### src/rtl/core/rks_pkg.sv
`timescale 1ns / 1ps
`default_nettype none

package rks_pkg;

	// Reply length limit and counter width (counter must hold MAX_LEN itself)
	localparam int MAX_LEN = 4096;
	localparam int CNT_W   = $clog2(MAX_LEN + 1);
	localparam int SCORE_W = 14;
	localparam int FLAG_W  = 4;
	localparam int HIST_W  = 48;
	localparam int WIN_W   = 56;

	// Keyword flag bit positions
	localparam int FLAG_CMD     = 0;
	localparam int FLAG_MYCALL  = 1;
	localparam int FLAG_TXDELAY = 2;
	localparam int FLAG_KISS    = 3;

	// Keyword patterns, last byte in the low 8 bits
	localparam logic [31:0] KW_CMD_LO  = 32'h636D_643A;
	localparam logic [31:0] KW_CMD_UP  = 32'h434D_443A;
	localparam logic [47:0] KW_MYC_UP  = 48'h4D59_4341_4C4C;
	localparam logic [47:0] KW_MYC_LO  = 48'h6D79_6361_6C6C;
	localparam logic [55:0] KW_TXDELAY = 56'h54_5844_454C_4159;
	localparam logic [31:0] KW_KISS    = 32'h4B49_5353;

	// Printable range, inclusive low, exclusive high
	localparam logic [7:0] PRINT_LO = 8'h20;
	localparam logic [7:0] PRINT_HI = 8'h7F;

	// Score weights and length thresholds
	localparam logic [SCORE_W-1:0] W_CMD      = SCORE_W'(200);
	localparam logic [SCORE_W-1:0] W_MYCALL   = SCORE_W'(120);
	localparam logic [SCORE_W-1:0] W_TXDELAY  = SCORE_W'(80);
	localparam logic [SCORE_W-1:0] W_KISS     = SCORE_W'(40);
	localparam logic [SCORE_W-1:0] W_LONG     = SCORE_W'(60);
	localparam logic [SCORE_W-1:0] W_MID      = SCORE_W'(20);
	localparam logic [SCORE_W-1:0] W_SHORT    = SCORE_W'(10);
	localparam logic [CNT_W-1:0]   LEN_LONG   = CNT_W'(40);
	localparam logic [CNT_W-1:0]   LEN_MID    = CNT_W'(15);
	localparam logic [CNT_W-1:0]   LEN_SHORT  = CNT_W'(12);
	localparam logic [CNT_W-1:0]   LEN_MAX    = CNT_W'(MAX_LEN);

	// Running reply state
	typedef struct packed {
		logic [HIST_W-1:0] hist;
		logic [CNT_W-1:0]  count;
		logic [CNT_W-1:0]  printable;
		logic [FLAG_W-1:0] flags;
	} rks_state_t;

endpackage

`default_nettype wire

### src/rtl/core/reply_keyword_scorer_unit.sv
// An item is held in the input register before it reaches the state/result logic;
//   a result is loaded into the result register when its end-marked item advances from the input register.
// Throughput: one item per cycle unless a result stalls; set by the single input register and result register.
// An end-marked item waits in the input register only while an undelivered result stalls.
// Reset (arst_n low, asynchronous): valid flags drop and the running reply state clears.
`timescale 1ns / 1ps
`default_nettype none

module reply_keyword_scorer_unit (
	input  wire logic                                clk,
	input  wire logic                                arst_n,
	input  wire logic                                in_valid,
	output logic                                     in_ready,
	input  wire logic [7:0]                          data_byte,
	input  wire logic                                has_byte,
	input  wire logic                                last,
	output logic                                     out_valid,
	input  wire logic                                out_ready,
	output logic signed [rks_pkg::SCORE_W-1:0]       score,
	output logic [rks_pkg::CNT_W-1:0]                reply_length,
	output logic [rks_pkg::CNT_W-1:0]                printable_count,
	output logic [rks_pkg::FLAG_W-1:0]               keyword_flags
);

	logic                                valid_s1;
	logic [7:0]                          data_s1;
	logic                                has_s1;
	logic                                last_s1;
	logic                                adv_s1;
	rks_pkg::rks_state_t                 state_q;
	rks_pkg::rks_state_t                 state_nxt;
	logic signed [rks_pkg::SCORE_W-1:0] score_nxt;
	logic                                out_valid_q;
	logic signed [rks_pkg::SCORE_W-1:0] score_q;
	logic [rks_pkg::CNT_W-1:0]           length_q;
	logic [rks_pkg::CNT_W-1:0]           print_q;
	logic [rks_pkg::FLAG_W-1:0]          flags_q;

	// Advance the staged item unless it ends a reply and the result slot is full
	assign adv_s1   = valid_s1 && (!last_s1 || !out_valid_q || out_ready);
	assign in_ready = !valid_s1 || adv_s1;

	// Input register
	always_ff @(posedge clk or negedge arst_n) begin
		if (!arst_n) begin
			valid_s1 <= 1'b0;
		end else if (in_ready) begin
			valid_s1 <= in_valid;
		end
	end

	always_ff @(posedge clk) begin
		if (in_valid && in_ready) begin
			data_s1 <= data_byte;
			has_s1  <= has_byte;
			last_s1 <= last;
		end
	end

	rks_byte_update u_update (
		.cur       (state_q),
		.data_byte (data_s1),
		.has_byte  (has_s1),
		.nxt       (state_nxt)
	);

	rks_score u_score (
		.st    (state_nxt),
		.score (score_nxt)
	);

	// Running state; clear after each end mark
	always_ff @(posedge clk or negedge arst_n) begin
		if (!arst_n) begin
			state_q <= '0;
		end else if (adv_s1) begin
			state_q <= last_s1 ? '0 : state_nxt;
		end
	end

	// Result register
	always_ff @(posedge clk or negedge arst_n) begin
		if (!arst_n) begin
			out_valid_q <= 1'b0;
		end else if (adv_s1 && last_s1) begin
			out_valid_q <= 1'b1;
		end else if (out_ready) begin
			out_valid_q <= 1'b0;
		end
	end

	always_ff @(posedge clk) begin
		if (adv_s1 && last_s1) begin
			score_q  <= score_nxt;
			length_q <= state_nxt.count;
			print_q  <= state_nxt.printable;
			flags_q  <= state_nxt.flags;
		end
	end

	assign out_valid       = out_valid_q;
	assign score           = score_q;
	assign reply_length    = length_q;
	assign printable_count = print_q;
	assign keyword_flags   = flags_q;

endmodule

`default_nettype wire

### src/rtl/core/rks_byte_update.sv
`timescale 1ns / 1ps
`default_nettype none

module rks_byte_update (
	input  wire rks_pkg::rks_state_t cur,
	input  wire logic [7:0]          data_byte,
	input  wire logic                has_byte,
	output rks_pkg::rks_state_t      nxt
);

	logic                     take;
	logic [rks_pkg::WIN_W-1:0] win;
	logic [rks_pkg::FLAG_W-1:0] hit;

	// Take the byte only while the reply is below the length limit
	assign take = has_byte && (cur.count < rks_pkg::LEN_MAX);
	assign win  = {cur.hist, data_byte};

	// Match each keyword group against the window ending in the new byte
	always_comb begin
		hit = '0;
		hit[rks_pkg::FLAG_CMD] = (win[31:0] == rks_pkg::KW_CMD_LO) ||
			(win[31:0] == rks_pkg::KW_CMD_UP);
		hit[rks_pkg::FLAG_MYCALL] = (win[47:0] == rks_pkg::KW_MYC_UP) ||
			(win[47:0] == rks_pkg::KW_MYC_LO);
		hit[rks_pkg::FLAG_TXDELAY] = (win == rks_pkg::KW_TXDELAY);
		hit[rks_pkg::FLAG_KISS] = (win[31:0] == rks_pkg::KW_KISS);
	end

	// Advance counts, history and sticky flags
	always_comb begin
		nxt = cur;
		if (take) begin
			nxt.count = cur.count + 1'b1;
			if ((data_byte >= rks_pkg::PRINT_LO) && (data_byte < rks_pkg::PRINT_HI)) begin
				nxt.printable = cur.printable + 1'b1;
			end
			nxt.hist  = win[rks_pkg::HIST_W-1:0];
			nxt.flags = cur.flags | hit;
		end
	end

endmodule

`default_nettype wire

### src/rtl/core/rks_score.sv
`timescale 1ns / 1ps
`default_nettype none

module rks_score (
	input  wire rks_pkg::rks_state_t            st,
	output logic signed [rks_pkg::SCORE_W-1:0] score
);

	logic [rks_pkg::SCORE_W-1:0] kw_sum;
	logic [rks_pkg::SCORE_W-1:0] len_adj;
	logic [rks_pkg::SCORE_W-1:0] sum;

	// Sum the keyword weights
	always_comb begin
		kw_sum = '0;
		if (st.flags[rks_pkg::FLAG_CMD])     kw_sum = kw_sum + rks_pkg::W_CMD;
		if (st.flags[rks_pkg::FLAG_MYCALL])  kw_sum = kw_sum + rks_pkg::W_MYCALL;
		if (st.flags[rks_pkg::FLAG_TXDELAY]) kw_sum = kw_sum + rks_pkg::W_TXDELAY;
		if (st.flags[rks_pkg::FLAG_KISS])    kw_sum = kw_sum + rks_pkg::W_KISS;
	end

	// Length bonus, or penalty for a short all-printable reply
	always_comb begin
		priority if (st.count > rks_pkg::LEN_LONG) begin
			len_adj = rks_pkg::W_LONG;
		end else if (st.count > rks_pkg::LEN_MID) begin
			len_adj = rks_pkg::W_MID;
		end else if ((st.count <= rks_pkg::LEN_SHORT) && (st.printable == st.count)) begin
			len_adj = -rks_pkg::W_SHORT;
		end else begin
			len_adj = '0;
		end
	end

	// Empty reply scores zero; the sum wraps at the field width
	always_comb begin
		sum = rks_pkg::SCORE_W'(st.printable) + kw_sum + len_adj;
		if (st.count == '0) begin
			score = '0;
		end else begin
			score = $signed(sum);
		end
	end

endmodule

`default_nettype wire

### config.mk
export PLATFORM = sky130hd
export DESIGN_NAME = reply_keyword_scorer_unit
export DESIGN_NICKNAME = d
export VERILOG_FILES = /design/src/rtl/core/rks_pkg.sv /design/src/rtl/core/reply_keyword_scorer_unit.sv /design/src/rtl/core/rks_byte_update.sv /design/src/rtl/core/rks_score.sv
export SDC_FILE = /design/constraint.sdc
export NUM_CORES = 1
export LEC_CHECK = 0
export ABC_AREA = 0
export BUFFER_PORTS_ARGS = -buffer_cell sky130_fd_sc_hd__buf_2
export CORE_MARGIN = 2
export CORE_UTILIZATION = 35
export CTS_CLUSTER_DIAMETER = 40
export DETAILED_ROUTE_END_ITERATION = 7
export HOLD_SLACK_MARGIN = 0.15
export PLACE_DENSITY_LB_ADDON = 0.25
export RECOVER_POWER = 25
export SYNTH_ARGS = -nofsm -noshare
export SYNTH_HDL_FRONTEND = slang
export SYNTH_HIERARCHICAL = 1
export SYNTH_SLANG_ARGS = --single-unit
### constraint.sdc
create_clock -name clk -period 14.9 [get_ports clk]
set_clock_uncertainty 0.15 [all_clocks]
set_input_delay 3.725 -clock clk [delete_from_list [all_inputs] [get_ports clk]]
set_output_delay 3.725 -clock clk [all_outputs]
set_load 0.03 [all_outputs]
### After elaboration in Yosys (flattened, before gate mapping)

Cells that the tools add are included.

| cells by class | value |
|---|---|
| $add $sub $neg | 7 |
| multiply operators | 0 |
| divide/modulo/power cells | 0 |
| order comparisons | 6 |
| equality and inequality tests | 7 |
| shift-type cells | 0 |
| multiplexer cells | 12 |
| bitwise operators | 1 |
| reductions and logical operators | 18 |

Operator list:

| cell | count |
|---|---|
| 2-to-1 mux 78 bit | 2 |
| equality test 32 x 31 -> 1 bit (second input constant) | 3 |
| equality test 48 x 47 -> 1 bit (second input constant) | 2 |
| 2-to-1 mux 14 bit | 6 |
| equality test 56 x 55 -> 1 bit (second input constant) | 1 |
| adder 13 x 1 -> 13 bit (second input constant) | 2 |
| adder 13 x 14 -> 14 bit | 1 |
| adder 14 bit | 1 |
| adder 14 x 6 -> 14 bit (second input constant) | 1 |
| adder 14 x 7 -> 14 bit (second input constant) | 1 |
| equality test 13 bit | 1 |
| > comparator 13 x 4 -> 1 bit (second input constant) | 1 |
| > comparator 13 x 6 -> 1 bit (second input constant) | 1 |
| less-or-equal comparator 13 x 4 -> 1 bit (second input constant) | 1 |
| logical NOT 13 bit | 1 |
| < comparator 13 bit (second input constant) | 1 |
| 2-to-1 mux 13 bit | 1 |
| adder 8 x 7 -> 9 bit (second input constant) | 1 |
| greater-or-equal comparator 8 x 6 -> 1 bit (second input constant) | 1 |
| < comparator 8 x 7 -> 1 bit (second input constant) | 1 |
| 2-to-1 mux 8 bit | 1 |
| logical AND 1 bit | 6 |
| logical OR 1 bit | 5 |
| OR 4 bit | 1 |
| 4 further kinds | 8 |

| word-level totals | value |
|---|---|
| bits in registers | 134 |
| bits in latches | 0 |
| RAM bits | 0 |
| memory bits (read-only) | 0 |
| input bits | 14 |
| word-level logic and storage cells | 64 |
| memories | 0 |

### Logic depth before layout (Yosys ltp)

| logic depth | value |
|---|---|
| depth in word-level cells | 13 |
| depth in mapped cells | 24 |
| depth with buffers taken out | 23 |

### Modules after synthesis

Netlist, hierarchy kept.

By module, submodules not included:

| module | instances | cells each | area each (um2) |
|---|---|---|---|
| reply_keyword_scorer_unit | 1 | 505 | 6089.6 |
| rks_score | 1 | 207 | 1549.0 |
| rks_byte_update | 1 | 178 | 1386.3 |

### Worst setup path after synthesis

OpenSTA, ideal clock, no wires.

| timing | value |
|---|---|
| path kind | in2out |
| start point | input out_ready |
| end point | output in_ready |
| arrival | 4.263 ns |
| setup slack | 6.762 ns |
| stages | 3 |
| path buffers | 1 |
| cells stage by stage | buf_2 -> nor2b_1 -> nand3_1 |

| on the way | value |
|---|---|
| longest elaborated chain between the ends | 3 |

Ends and longest elaborated chain:

| what | line | source |
|---|---|---|
| start: declaration | reply_keyword_scorer_unit.sv:18 | `input wire logic out_ready,` |
| logical OR 1 bit | reply_keyword_scorer_unit.sv:40 | `assign adv_s1 = valid_s1 && (!last_s1 \|\| !out_valid_q \|\| out_ready);` |
| logical AND 1 bit | reply_keyword_scorer_unit.sv:40 |  |
| logical OR 1 bit | reply_keyword_scorer_unit.sv:41 | `assign in_ready = !valid_s1 \|\| adv_s1;` |
| end: declaration | reply_keyword_scorer_unit.sv:13 | `output logic in_ready,` |

Every way passes these cells.

### Worst setup path after layout

Ends and elaborated chain as after synthesis.

==> impl_metrics.toml <==
[status]
status = "complete, but fails checks"
failed_checks = "max-capacitance violations, max-slew violations"

[die]
num_rows = 58
die_height_um = 164.6
core_area_sq_um = 25250
die_area_sq_um = 27090
start_util_pct = 35.74
io_pins = 60
die_w_um = 164.6

[sta]
fmax_ghz = 0.09416
tns_ns = 0
fin_crit_sh_pct = 71.28
slew_violations = 139
rsz0062_at_grt = "false"
finalSetupViolCount = 0
fin_crit_ns = 10.62
tightest_slew_ns = 3.291
finalHoldViolCount = 0
relSlewSlack_pct = -119.4

[critical_path]
worst_path_most_repeated_cell = "buf_2"
cp.arrival_ns = 6.75
required_ns = 11.02
cp_top_family = "buffers and inverters"
crit_chain = "buf_2 > clkbuf_1 > nor2b_1 > nand3_1 > buf_2"
critPathBufInv = 3
slowest_delay_ns = 2.19
worstPathMaxFanout = 80
startpoint_type = "input pin"
crit_slowest_cell = "clkbuf_1"
regToRegSetupSlack_ns = 6.76
crit_type = "input pin to output port"
worst_setup_path_end_kind = "output port"

[clock_tree]
cts_buffers = 17
cts_tree = "built"
htree_levels = 4
cts_resized = 0
root_buffer = "clkbuf_16"
cts_setup_buffers = 0
clk_latency_ns = 0.43
hold_buffers = 0
path_clk_slew_ns = 0.06
clock_path_buffers = 2
cts_sinks = 134

[final_layout]
final_nets = 965
fillers = 2539
n_antenna_cell = 0
final_cells = 1258
drive_gt1_share_pct = 17.03
syn2layout_area_growth_pct = 11.31

[placement]
portBuffers = 59
placedCellCount = 1226
gp_congestion = 0.8104
dp_hpwl_mm = 13.49

[synth]
synth_cell_types = 60
syn_nets = 940
syn_area_per_cell_sq_um = 10.14
yosys.area.top_type = "dfrtp_1"
ys_warn_count = 6
yosys.area.top_type_share_pct = 22.18
async_flop_share_pct = 59.70
synth.top_cells.by_area = "dfrtp_1, edfxtp_1, nand4b_1"
synth_edf_count = 54
syn_area_sq_um = 9025
ys.flop_type = "dfrtp_1"
yosysSeqAreaShare_pct = 40.15
synth_cells = 890
synth_seq_cells = 134

[route]
firstDrtPassIters = 5
via_per_inst = 5.393
route.detailed.drc = 0
drt_iter0_drc = 664
wire_per_inst_um = 17.22
vias = 6784
drt_wl_total_mm = 21.66
ant_nets = 0

[worst_hold_path]
holdCritPathClass = "flop to flop"

[global_routing]
grt_pass1_vias = 6412
track_usage_pct = 16.69
grt_antenna_before_repair = 1
grt_pass1_wl_mm = 35.60
grt-ovfl-total = 0
grt_max_degree = 89

[job]
drv_cap = 2

[pwr]
ir_drop_mv = 0.07175
power_density_nw_per_um2 = 115.3
p_leak_uw = 0.004265
[sequential cells by signal, summed over array words and instances (netlist names)]
register and cells:
data_s1 8, has_s1 1, keyword_flags 4, last_s1 1, out_valid 1, printable_count 13, reply_length 13, score 14
state_q 78, valid_s1 1
[cells by family after synthesis]
| group | share of synthesized area, % |
|---|---|
| AO/OA/AOI/OAI | 3.771 |
| XOR/XNOR | 4.367 |
| adder cells (fa/ha/maj) | 5.740 |
| buffers and inverters | 5.213 |
| flip-flops | 40.15 |
| multiplexers | 6.904 |
| AND/OR/NAND/NOR | 33.86 |
[synthesized netlist by cell type, drive strengths merged (11+ instances only)]
cell type and number:
nor2 24, nor3 17, nand4b 82, inv 37
ha 27, buf 38, nand3b 79, edfxtp 54
nand2b 87, nand2 29, nand3 95, o21ai 14
mux2 50, dfrtp 80, xor2 25, xnor2 20
clkbuf 24, nor4 11
[area by class of cell]
type	instances	area, sq um	share of cell area [%]
flip-flops and latches	134	3628	36.12
repair buffers	68	354.1	3.525
inverters	37	138.9	1.382
clock buffers	21	461.7	4.596
multi-input cells	657	4938	49.16
well taps	330	412.9	4.110
clock inverters	11	111.4	1.108
[final timing paths]
check                            startpoint           to  cells after the start
worst max register to register  state_q[29]    score[13]                     23
min in group asynchronous            arst_n  state_q[77]                      1
max in group asynchronous            arst_n     valid_s1                      2
worst min-delay path            state_q[15]  state_q[15]                      2
worst min register to register  state_q[15]  state_q[15]                      2
worst max-delay path              out_ready     in_ready                      5
[routing by layer]
layer | wire, um | GRT usage (%) | part of all wire [%]
met2 | 10050 | 25.94 | 46
met1 | 10530 | 23.41 | 49
met4 | 321 | 5.178 | 1.5
met5 | 0 | 0 | 0
met3 | 765 | 3.315 | 3.5
[metrics by stage]
step	hold WS (ns)	utilization [%]	worst slack (ns)	power [uW]	instance area, sq um
6_report	0.3693	39.78	4.280	1158	10050
5_1_grt	0.3925	39.78	4.026	1228	10050
4_1_cts	0.3764	39.84	6.103	1169	10060
3_5_place_dp	0.3638	37.57	6.116	747.9	9489
3_3_place_gp	0.3506	37.57	6.107	745.4	9489
2_1_floorplan	0.3273	-	6.762	677.9	9025
[cells in the final DEF (no fill, tap or decap), types with 4 or more instances in the layout]
master     netlist  final
a211oi_1         5      5
a21o_1           5      5
a21oi_1          9      9
a31o_1           2      4
and3_1           6      6
buf_2           29     58
buf_4            3      7
clkbuf_1        22      6
clkbuf_16        0     18
dfrtp_1         80     78
edfxtp_1        54     54
fa_1             9      9
ha_1            27     27
inv_1           37     37
inv_6            0      4
mux2_2          50     48
mux2i_1          6      6
nand2_1         28     28
nand2b_1        87     87
nand3_1         94     94
nand3b_1        79     79
nand4_1          8      8
nand4b_1        82     82
nor2_1          24     23
nor2b_1          5      5
nor3_1          15     15
nor4_1           9      9
nor4b_1          4      4
o21a_1           5      5
o21ai_0         13     13
or3_1            5      6
xnor2_1         20     20
xor2_1          25     25
[power breakdown]
group	internal (uW)	switching (uW)	total, uW	leakage, uW
registers	422	31.2	453	0.00162
clock network	243	175	418	0.000273
logic	115	171	286	0.00237
[worst register-to-register path: stages, from the launching register on]
cell	delay [ns]
dfrtp_1	0.44
nor2b_4	0.12
clkbuf_1	2.31
nand3_1	0.46
nor4_1	0.43
a31o_1	0.37
ha_1	0.31
inv_1	0.06
ha_1	0.26
inv_1	0.07
ha_1	0.16
or4b_1	0.42
o21ai_0	0.09
o21ai_1	0.12
nor3_2	0.17
xnor2_1	0.10
fa_1	0.48
inv_1	0.04
ha_1	0.40
a21oi_1	0.10
o21ai_0	0.30
o21ai_0	0.14
a22oi_1	0.28
mux2i_1	0.11
Power figures use the tool's default switching activity.
